<file path="src/sv/dsam_pkg.sv">
// shared types and constants for the daily slot alarm matcher
package dsam_pkg;

  // sequencer states
  typedef enum logic [1:0] {
    ST_IDLE,
    ST_WRITE,
    ST_SCAN,
    ST_DONE
  } dsam_state_t;

  // request kinds carried on in_tuser
  localparam logic MODE_WRITE = 1'b0;
  localparam logic MODE_TICK  = 1'b1;

  // field widths
  localparam int HOUR_W   = 5;
  localparam int MINUTE_W = 6;
  localparam int TIME_W   = HOUR_W + MINUTE_W;
  localparam int GRAMS_W  = 12;
  localparam int TAG_W    = 16;
  localparam int DAY_W    = 9;
  localparam int SIDX_W   = 3;

  // packed stream widths
  localparam int IN_DATA_W  = 64;
  localparam int IN_USER_W  = 1;
  localparam int OUT_DATA_W = 40;
  localparam int OUT_USER_W = 1;

  // largest legal time of day
  localparam logic [HOUR_W-1:0]   HOUR_MAX   = 5'd23;
  localparam logic [MINUTE_W-1:0] MINUTE_MAX = 6'd59;

endpackage

</file>
<file path="src/sv/daily_slot_alarm_matcher.sv">
// daily alarm slot table with a one-slot-per-cycle match scan
//
// channel   dir  ports                        contents
// -------   ---  ---------------------------  ---------------------------------------
// in_       in   in_tvalid/in_tready/tdata    slot write or time tick, kind in in_tuser
// out_      out  out_tvalid/out_tready/tdata  one result per request, due in out_tuser
//
// a slot write passes accept, a compare/update step on the shared comparator
//   and the hand-off to the output register; an index past the table skips the update
// a tick is accepted, then scans one slot per cycle through the shared comparator
//   until the first hit or the last slot, then hands off; an invalid time skips the scan
// in_tready is high only while the sequencer is idle; the output register may
//   still hold an untaken result then, and a finished request waits for it to drain
// rst_n is synchronous, active low; it disables every slot, clears the fired
//   flags and forgets the current day
module daily_slot_alarm_matcher #(
  parameter int SLOT_COUNT = 6,
  parameter int TAG_BITS   = 16
) (
  input  logic                             clk,
  input  logic                             rst_n,
  input  logic                             in_tvalid,
  output logic                             in_tready,
  // slot_index[2:0] slot_enabled[3] slot_hour[8:4] slot_minute[14:9]
  // slot_grams[26:15] slot_meal_tag[42:27] time_valid[43] day_of_year[52:44]
  // now_hour[57:53] now_minute[63:58]
  input  logic [dsam_pkg::IN_DATA_W-1:0]   in_tdata,
  // mode[0]
  input  logic [dsam_pkg::IN_USER_W-1:0]   in_tuser,
  output logic                             out_tvalid,
  input  logic                             out_tready,
  // due_grams[11:0] due_hour[16:12] due_minute[22:17] due_meal_tag[38:23] zero[39]
  output logic [dsam_pkg::OUT_DATA_W-1:0]  out_tdata,
  // due[0]
  output logic [dsam_pkg::OUT_USER_W-1:0]  out_tuser
);

  import dsam_pkg::*;

  localparam int IDX_W = (SLOT_COUNT > 1) ? $clog2(SLOT_COUNT) : 1;
  localparam logic [IDX_W-1:0] LAST_IDX = IDX_W'(SLOT_COUNT - 1);

  // unpacked input fields
  logic                mode;
  logic [SIDX_W-1:0]   f_slot_index;
  logic                f_slot_enabled;
  logic [HOUR_W-1:0]   f_slot_hour;
  logic [MINUTE_W-1:0] f_slot_minute;
  logic [GRAMS_W-1:0]  f_slot_grams;
  logic [TAG_W-1:0]    f_slot_meal_tag;
  logic                f_time_valid;
  logic [DAY_W-1:0]    f_day_of_year;
  logic [HOUR_W-1:0]   f_now_hour;
  logic [MINUTE_W-1:0] f_now_minute;

  assign mode            = in_tuser[0];
  assign f_slot_index    = in_tdata[2:0];
  assign f_slot_enabled  = in_tdata[3];
  assign f_slot_hour     = in_tdata[8:4];
  assign f_slot_minute   = in_tdata[14:9];
  assign f_slot_grams    = in_tdata[26:15];
  assign f_slot_meal_tag = in_tdata[42:27];
  assign f_time_valid    = in_tdata[43];
  assign f_day_of_year   = in_tdata[52:44];
  assign f_now_hour      = in_tdata[57:53];
  assign f_now_minute    = in_tdata[63:58];

  // tag and slot index resized to the stored widths
  logic [TAG_BITS+TAG_W-1:0] tag_in_ext;
  logic [IDX_W+SIDX_W-1:0]   idx_in_ext;
  logic                      idx_ok;

  assign tag_in_ext = {{TAG_BITS{1'b0}}, f_slot_meal_tag};
  assign idx_in_ext = {{IDX_W{1'b0}}, f_slot_index};
  assign idx_ok     = ({3'b000, f_slot_index} < 6'(SLOT_COUNT));

  // control state
  dsam_state_t          state_r, state_nxt;
  logic [IDX_W-1:0]     idx_r, idx_nxt;
  logic                 day_known_r, day_known_nxt;
  logic [DAY_W-1:0]     last_day_r, last_day_nxt;
  logic [SLOT_COUNT-1:0] active_r, active_nxt;
  logic [SLOT_COUNT-1:0] fired_r, fired_nxt;
  logic                 out_tvalid_r, out_tvalid_nxt;

  // latched request
  logic                 item_en_r, item_en_nxt;
  logic [TIME_W-1:0]    item_time_r, item_time_nxt;
  logic [GRAMS_W-1:0]   item_grams_r, item_grams_nxt;
  logic [TAG_BITS-1:0]  item_tag_r, item_tag_nxt;
  logic [TIME_W-1:0]    now_r, now_nxt;

  // slot payload, only meaningful while the slot is active
  logic [TIME_W-1:0]    slot_time_r [SLOT_COUNT];
  logic [GRAMS_W-1:0]   slot_amt_r  [SLOT_COUNT];
  logic [TAG_BITS-1:0]  slot_tag_r  [SLOT_COUNT];
  logic                 slot_we;

  // pending result and output register
  logic                 res_due_r, res_due_nxt;
  logic [GRAMS_W-1:0]   res_grams_r, res_grams_nxt;
  logic [TIME_W-1:0]    res_time_r, res_time_nxt;
  logic [TAG_BITS-1:0]  res_tag_r, res_tag_nxt;
  logic                 out_load;
  logic                 out_due_r;
  logic [GRAMS_W-1:0]   out_grams_r;
  logic [TIME_W-1:0]    out_time_r;
  logic [TAG_BITS-1:0]  out_tag_r;

  // shared comparator: one slot read port, one wide equality
  logic [TIME_W-1:0]    rd_time;
  logic [GRAMS_W-1:0]   rd_amt;
  logic [TAG_BITS-1:0]  rd_tag;
  logic [TIME_W+GRAMS_W+TAG_BITS-1:0] cmp_a, cmp_b;
  logic                 cmp_eq;
  logic                 hit;

  assign rd_time = slot_time_r[idx_r];
  assign rd_amt  = slot_amt_r[idx_r];
  assign rd_tag  = slot_tag_r[idx_r];
  assign cmp_a   = {rd_time, rd_amt, rd_tag};
  // on a write compare the whole slot, on a scan only the time of day
  assign cmp_b   = (state_r == ST_WRITE) ? {item_time_r, item_grams_r, item_tag_r}
                                         : {now_r, rd_amt, rd_tag};
  assign cmp_eq  = (cmp_a == cmp_b);
  assign hit     = active_r[idx_r] && !fired_r[idx_r] && cmp_eq;

  always_comb begin
    state_nxt      = state_r;
    idx_nxt        = idx_r;
    day_known_nxt  = day_known_r;
    last_day_nxt   = last_day_r;
    active_nxt     = active_r;
    fired_nxt      = fired_r;
    out_tvalid_nxt = out_tvalid_r;
    item_en_nxt    = item_en_r;
    item_time_nxt  = item_time_r;
    item_grams_nxt = item_grams_r;
    item_tag_nxt   = item_tag_r;
    now_nxt        = now_r;
    res_due_nxt    = res_due_r;
    res_grams_nxt  = res_grams_r;
    res_time_nxt   = res_time_r;
    res_tag_nxt    = res_tag_r;
    slot_we        = 1'b0;
    out_load       = 1'b0;
    in_tready      = 1'b0;

    // drain the output register
    if (out_tvalid_r && out_tready) begin
      out_tvalid_nxt = 1'b0;
    end

    unique case (state_r)
      ST_IDLE: begin
        in_tready = 1'b1;
        if (in_tvalid) begin
          // every request starts from the zero result
          res_due_nxt    = 1'b0;
          res_grams_nxt  = '0;
          res_time_nxt   = '0;
          res_tag_nxt    = '0;
          item_en_nxt    = f_slot_enabled && (f_slot_grams != '0) &&
                           (f_slot_hour <= HOUR_MAX) && (f_slot_minute <= MINUTE_MAX);
          item_time_nxt  = {f_slot_hour, f_slot_minute};
          item_grams_nxt = f_slot_grams;
          item_tag_nxt   = tag_in_ext[TAG_BITS-1:0];
          now_nxt        = {f_now_hour, f_now_minute};
          if (mode == MODE_WRITE) begin
            idx_nxt   = idx_in_ext[IDX_W-1:0];
            state_nxt = idx_ok ? ST_WRITE : ST_DONE;
          end else if (f_time_valid) begin
            // day tracking, first valid day is only recorded
            if (!day_known_r) begin
              day_known_nxt = 1'b1;
              last_day_nxt  = f_day_of_year;
            end else if (f_day_of_year != last_day_r) begin
              last_day_nxt = f_day_of_year;
              fired_nxt    = '0;
            end
            idx_nxt   = '0;
            state_nxt = ST_SCAN;
          end else begin
            state_nxt = ST_DONE;
          end
        end
      end
      ST_WRITE: begin
        slot_we = 1'b1;
        if (!item_en_r) begin
          active_nxt[idx_r] = 1'b0;
          fired_nxt[idx_r]  = 1'b0;
        end else begin
          if (!active_r[idx_r] || !cmp_eq) begin
            fired_nxt[idx_r] = 1'b0;
          end
          active_nxt[idx_r] = 1'b1;
        end
        state_nxt = ST_DONE;
      end
      ST_SCAN: begin
        if (hit) begin
          fired_nxt[idx_r] = 1'b1;
          res_due_nxt      = 1'b1;
          res_grams_nxt    = rd_amt;
          res_time_nxt     = rd_time;
          res_tag_nxt      = rd_tag;
          state_nxt        = ST_DONE;
        end else if (idx_r == LAST_IDX) begin
          state_nxt = ST_DONE;
        end else begin
          idx_nxt = idx_r + 1'b1;
        end
      end
      ST_DONE: begin
        if (!out_tvalid_r || out_tready) begin
          out_load       = 1'b1;
          out_tvalid_nxt = 1'b1;
          state_nxt      = ST_IDLE;
        end
      end
      default: begin
        state_nxt = ST_IDLE;
      end
    endcase
  end

  // control registers
  always_ff @(posedge clk) begin
    if (!rst_n) begin
      state_r      <= ST_IDLE;
      idx_r        <= '0;
      day_known_r  <= 1'b0;
      last_day_r   <= '0;
      active_r     <= '0;
      fired_r      <= '0;
      out_tvalid_r <= 1'b0;
    end else begin
      state_r      <= state_nxt;
      idx_r        <= idx_nxt;
      day_known_r  <= day_known_nxt;
      last_day_r   <= last_day_nxt;
      active_r     <= active_nxt;
      fired_r      <= fired_nxt;
      out_tvalid_r <= out_tvalid_nxt;
    end
  end

  // payload registers
  always_ff @(posedge clk) begin
    item_en_r    <= item_en_nxt;
    item_time_r  <= item_time_nxt;
    item_grams_r <= item_grams_nxt;
    item_tag_r   <= item_tag_nxt;
    now_r        <= now_nxt;
    res_due_r    <= res_due_nxt;
    res_grams_r  <= res_grams_nxt;
    res_time_r   <= res_time_nxt;
    res_tag_r    <= res_tag_nxt;
    if (slot_we) begin
      // a disabled slot stores zero contents
      slot_time_r[idx_r] <= item_en_r ? item_time_r  : '0;
      slot_amt_r[idx_r]  <= item_en_r ? item_grams_r : '0;
      slot_tag_r[idx_r]  <= item_en_r ? item_tag_r   : '0;
    end
    if (out_load) begin
      out_due_r   <= res_due_r;
      out_grams_r <= res_grams_r;
      out_time_r  <= res_time_r;
      out_tag_r   <= res_tag_r;
    end
  end

  // output packing, tag resized to the port width
  logic [TAG_BITS+TAG_W-1:0] tag_out_ext;

  assign tag_out_ext = {{TAG_W{1'b0}}, out_tag_r};
  assign out_tvalid  = out_tvalid_r;
  assign out_tuser   = out_due_r;
  assign out_tdata   = {1'b0, tag_out_ext[TAG_W-1:0], out_time_r[MINUTE_W-1:0],
                        out_time_r[TIME_W-1:MINUTE_W], out_grams_r};

  // a fired request always carries a usable slot
  a_due_grams: assert property (@(posedge clk) disable iff (!rst_n)
    (out_tvalid && out_tuser[0]) |-> (out_tdata[11:0] != '0))
    else $error("due result with zero amount");

  a_due_time: assert property (@(posedge clk) disable iff (!rst_n)
    (out_tvalid && out_tuser[0]) |->
      ((out_tdata[16:12] <= HOUR_MAX) && (out_tdata[22:17] <= MINUTE_MAX)))
    else $error("due result with out-of-range time");

  a_zero_result: assert property (@(posedge clk) disable iff (!rst_n)
    (out_tvalid && !out_tuser[0]) |-> (out_tdata == '0))
    else $error("non-due result with nonzero payload");

  a_fired_active: assert property (@(posedge clk) disable iff (!rst_n)
    (fired_r & ~active_r) == '0)
    else $error("fired flag set on a disabled slot");

  a_hit_marks: assert property (@(posedge clk) disable iff (!rst_n)
    (state_r == ST_SCAN && hit) |=> (fired_r[$past(idx_r)] && state_r == ST_DONE))
    else $error("scan hit did not mark the slot fired");

endmodule

</file>
<file path="config.mk">
export PLATFORM = sky130hd
export DESIGN_NAME = daily_slot_alarm_matcher
export DESIGN_NICKNAME = d
export VERILOG_FILES = /design/src/sv/dsam_pkg.sv /design/src/sv/daily_slot_alarm_matcher.sv
export SDC_FILE = /design/constraint.sdc
export NUM_CORES = 1
export LEC_CHECK = 0
export ABC_AREA = 1
export BUFFER_PORTS_ARGS = -buffer_cell sky130_fd_sc_hd__buf_2
export CAP_MARGIN = 15
export CORE_MARGIN = 3
export CORE_UTILIZATION = 65
export CTS_CLUSTER_SIZE = 28
export DETAILED_ROUTE_END_ITERATION = 16
export HOLD_SLACK_MARGIN = 0.08
export MAX_ROUTING_LAYER = met4
export PLACE_DENSITY = 0.85
export SLEW_MARGIN = 0
export SYNTH_ARGS = -nofsm -noshare
export SYNTH_HDL_FRONTEND = slang
export SYNTH_SLANG_ARGS = --single-unit
</file>
<file path="constraint.sdc">
create_clock -name clk -period 10.7 [get_ports clk]
set_input_delay 1.605 -clock clk [delete_from_list [all_inputs] [get_ports clk]]
set_output_delay 1.605 -clock clk [all_outputs]
set_load 0.1 [all_outputs]
</file>
==> out/qor.yml <==
rsz0062_at_grt: "no"
post-route-period-util_pct: 39.8
synth_edf_count: 365
n_fill_cell: 1437
crit_path_end_kind: "flop"
cts_sinks: 396
cp.arrival_ps: 4420
path_cells: "buf_4, nand2_1, o21ai_0, nand2_1, nand3_1, nand2_1, inv_1, nand2_1, nor2_1, nand2_1, nor2_1, nand2_1, nand2_1, nand3_1, a21oi_4, buf_4"
start_util_pct: 66.7
yosysSeqAreaShare_pct: 71.0
ys_warn_count: 0
clkPwrFrac_pct: 27.6
p_comb_share_pct: 30.7
fmax_ghz: 0.235
setup_viol: 0
slew_headroom_pct: 19.8
min_path_type: "flop to flop"
antenna_left: 0
core_sq_um: 24500
cp_num_buf_inv: 3
finalHoldViolCount: 0
crit_required_ps: 10860
drt_iter0_markers: 1455
p_int_mw: 3.38
fin_area_sq_um: 18500
wl_per_cell_um: 19.9
clock_skew_ps: 20.2
worstSetupPathType: "flop to flop"
synth_area_leader_cell: "edfxtp_1"
dieHeight_um: 164
syn_nets: 1521
hpwlAfterDp_um: 21000
p_per_area_nw_per_um2: 287
portBuffers: 110
setup-tns-final_ps: 0
cap_viol_max_count: 0
clock_latency_ps: 540
cts_max_path_buffers: 3
io_pins: 112
synth_top_area_share_pct: 67.2
finalMaxSlewViolations: 0
synth_common_cells: "nand2_1 (411), edfxtp_1 (365), nand3_1 (132), inv_1 (128), nor2_1 (103)"
grt_pass1_wl_um: 59100
layout-drive-gt1-share_pct: 12.8
fin_nets: 1627
clock-root-buffer: "clkbuf_16"
cpPeakStageDelay_ps: 810
sw_frac_of_total_pct: 36.4
clk_pin_slew_ps: 60
cts_tree: "done"
peakVddDrop_v: 0.000173
vias: 11200
die_w_um: 164
syn_to_final_growth_pct: 13.5
wl_um: 37900
row_count: 57
setup_ws_ps: 6440
antennaDiodeCount: 0
min_period_ps: 4260
grt_max_degree: 97
drc: 0
ys.flop_type: "edfxtp_1"
synth.avg_cell_area_sq_um: 11.3
path_max_fanout: 89
cpMostUsedCell: "nand2_1"
cts_buffers: 40
synthCells: 1445
cellLeakagePower_nw: 7.39
grt_usage_pct: 29.5
synth_most_common_cell: "nand2_1"
placed_area_sq_um: 17100
cts_hold_buf: 0
first_pass_iters: 6
yosys.cell_types.count: 37
viasPerCell: 5.90
grt_pass1_vias: 11300
run_status: "completed"
startpoint_type: "flop"
cts_resized: 0
async_reset_ff_share_pct: 0
worstMarginPinSlew_ps: 1190
synth.ff_latch_count: 396
antenna_found_initial: 0
crit_path_top_delay_cell: "buf_4"
post_cts_buffers: 0
grt_remaining_overflow: 0
place.gp.congestion: 0.859
dpl_worst_slack_ps: 6650
h-tree-depth: 2
netSwitchingPower_mw: 1.94
dieArea_sq_um: 27000
cpLargestDelayFamily: "buffers and inverters"
synthTopCellsByArea: "edfxtp_1 (67%), nand2_1 (9.5%), nand3_1 (4.0%), dfxtp_1 (3.8%), inv_1 (2.9%)"
syn-cell-area_sq_um: 16300
seq_power_share_pct: 41.7
stage by stage:
step	total power [mW]	hold slack, ps	instances	util (%)
CTS	5.30	416	1905	75.7
floorplan	3.40	400	1445	-
detailed placement	3.81	405	1833	70.0
global route	5.58	419	1905	75.7
finish	5.32	409	1905	75.7
global placement	3.73	400	1833	70.0
registers in the layout, summed over array words and instances, names as in the netlist, 6 cells and up, named ones only:
signal,flops
slot_tag_r,96
slot_amt_r,72
slot_time_r,66
item_tag_r,16
out_tag_r,16
res_tag_r,16
item_grams_r,12
out_grams_r,12
res_grams_r,12
item_time_r,11
now_r,11
out_time_r,11
res_time_r,11
last_day_r,9
fired_r,6
power groups by stage:
| stage | sequential, mW | combinational [mW] | clock (mW) |
|---|---|---|---|
| after CTS | 2.21 | 1.61 | 1.47 |
| final | 2.22 | 1.64 | 1.47 |
| after detailed placement | 2.24 | 1.57 | 0 |
| after global placement | 2.22 | 1.51 | 0 |
| after floorplan | 2.34 | 1.06 | 0 |
| after global routing | 2.24 | 1.80 | 1.55 |
layout by cell type (no fill, tap or decap), types with 9 or more instances in the layout:
cell type  count
o21ai_0       54
buf_4         15
nor2_1        97
edfxtp_1     365
clkbuf_16     41
nand3b_1      16
dfxtp_1       30
a21oi_1       50
inv_1        127
nand2_1      411
mux2i_1        9
xor2_1        14
buf_2        110
o21ai_1       12
nand3_1      132
layout make-up:
cell class | count | area [sq um] | area share, %
Sequential cell | 396 | 11600 | 62.6
Multi-Input combinational cell | 856 | 3980 | 21.5
Clock buffer | 49 | 1070 | 5.76
Timing Repair Buffer | 125 | 663 | 3.58
Inverter | 132 | 498 | 2.69
Tap cell | 324 | 405 | 2.19
Clock inverter | 23 | 319 | 1.72
path summary, 6_finish.rpt:
path / end / from / slack (ps) / cells after the start
setup / recovery: res_tag_r[15]$_SDFFCE_PN0P_ / flop / 6440 / 16
hold / removal: out_tag_r[3]$_DFFE_PP_ / res_tag_r[3]$_SDFFCE_PN0P_ / 410 / 0
hold reg to reg: out_tag_r[3]$_DFFE_PP_ / res_tag_r[3]$_SDFFCE_PN0P_ / 410 / 0
setup reg to reg: res_tag_r[15]$_SDFFCE_PN0P_ / flop / 6440 / 16
routing by layer:
metal | GRT usage (%) | wire length [um] | vias up
li1 | - | - | 5121
met1 | 37.7 | 13700 | 5276
met2 | 48.3 | 18800 | 714
met3 | 5.22 | 4210 | 120
met4 | 10.7 | 1210 | 0
met5 | - | 0 | -
logic make-up (layout without fill, tap and decap cells):
kind of cell / after synthesis / after routing / share of synthesized area (%)
mux: 9 / 9 / 0.552
other cells: 1 / 1 / 0.0230
simple gates: 683 / 683 / 17.4
buf+inv: 193 / 329 / 5.07
fa+ha+maj: 7 / 7 / 0.537
compound gates: 140 / 140 / 4.61
flops: 396 / 396 / 71.0
xor+xnor: 16 / 16 / 0.859
Note: power is estimated with default switching activity, not from simulation.
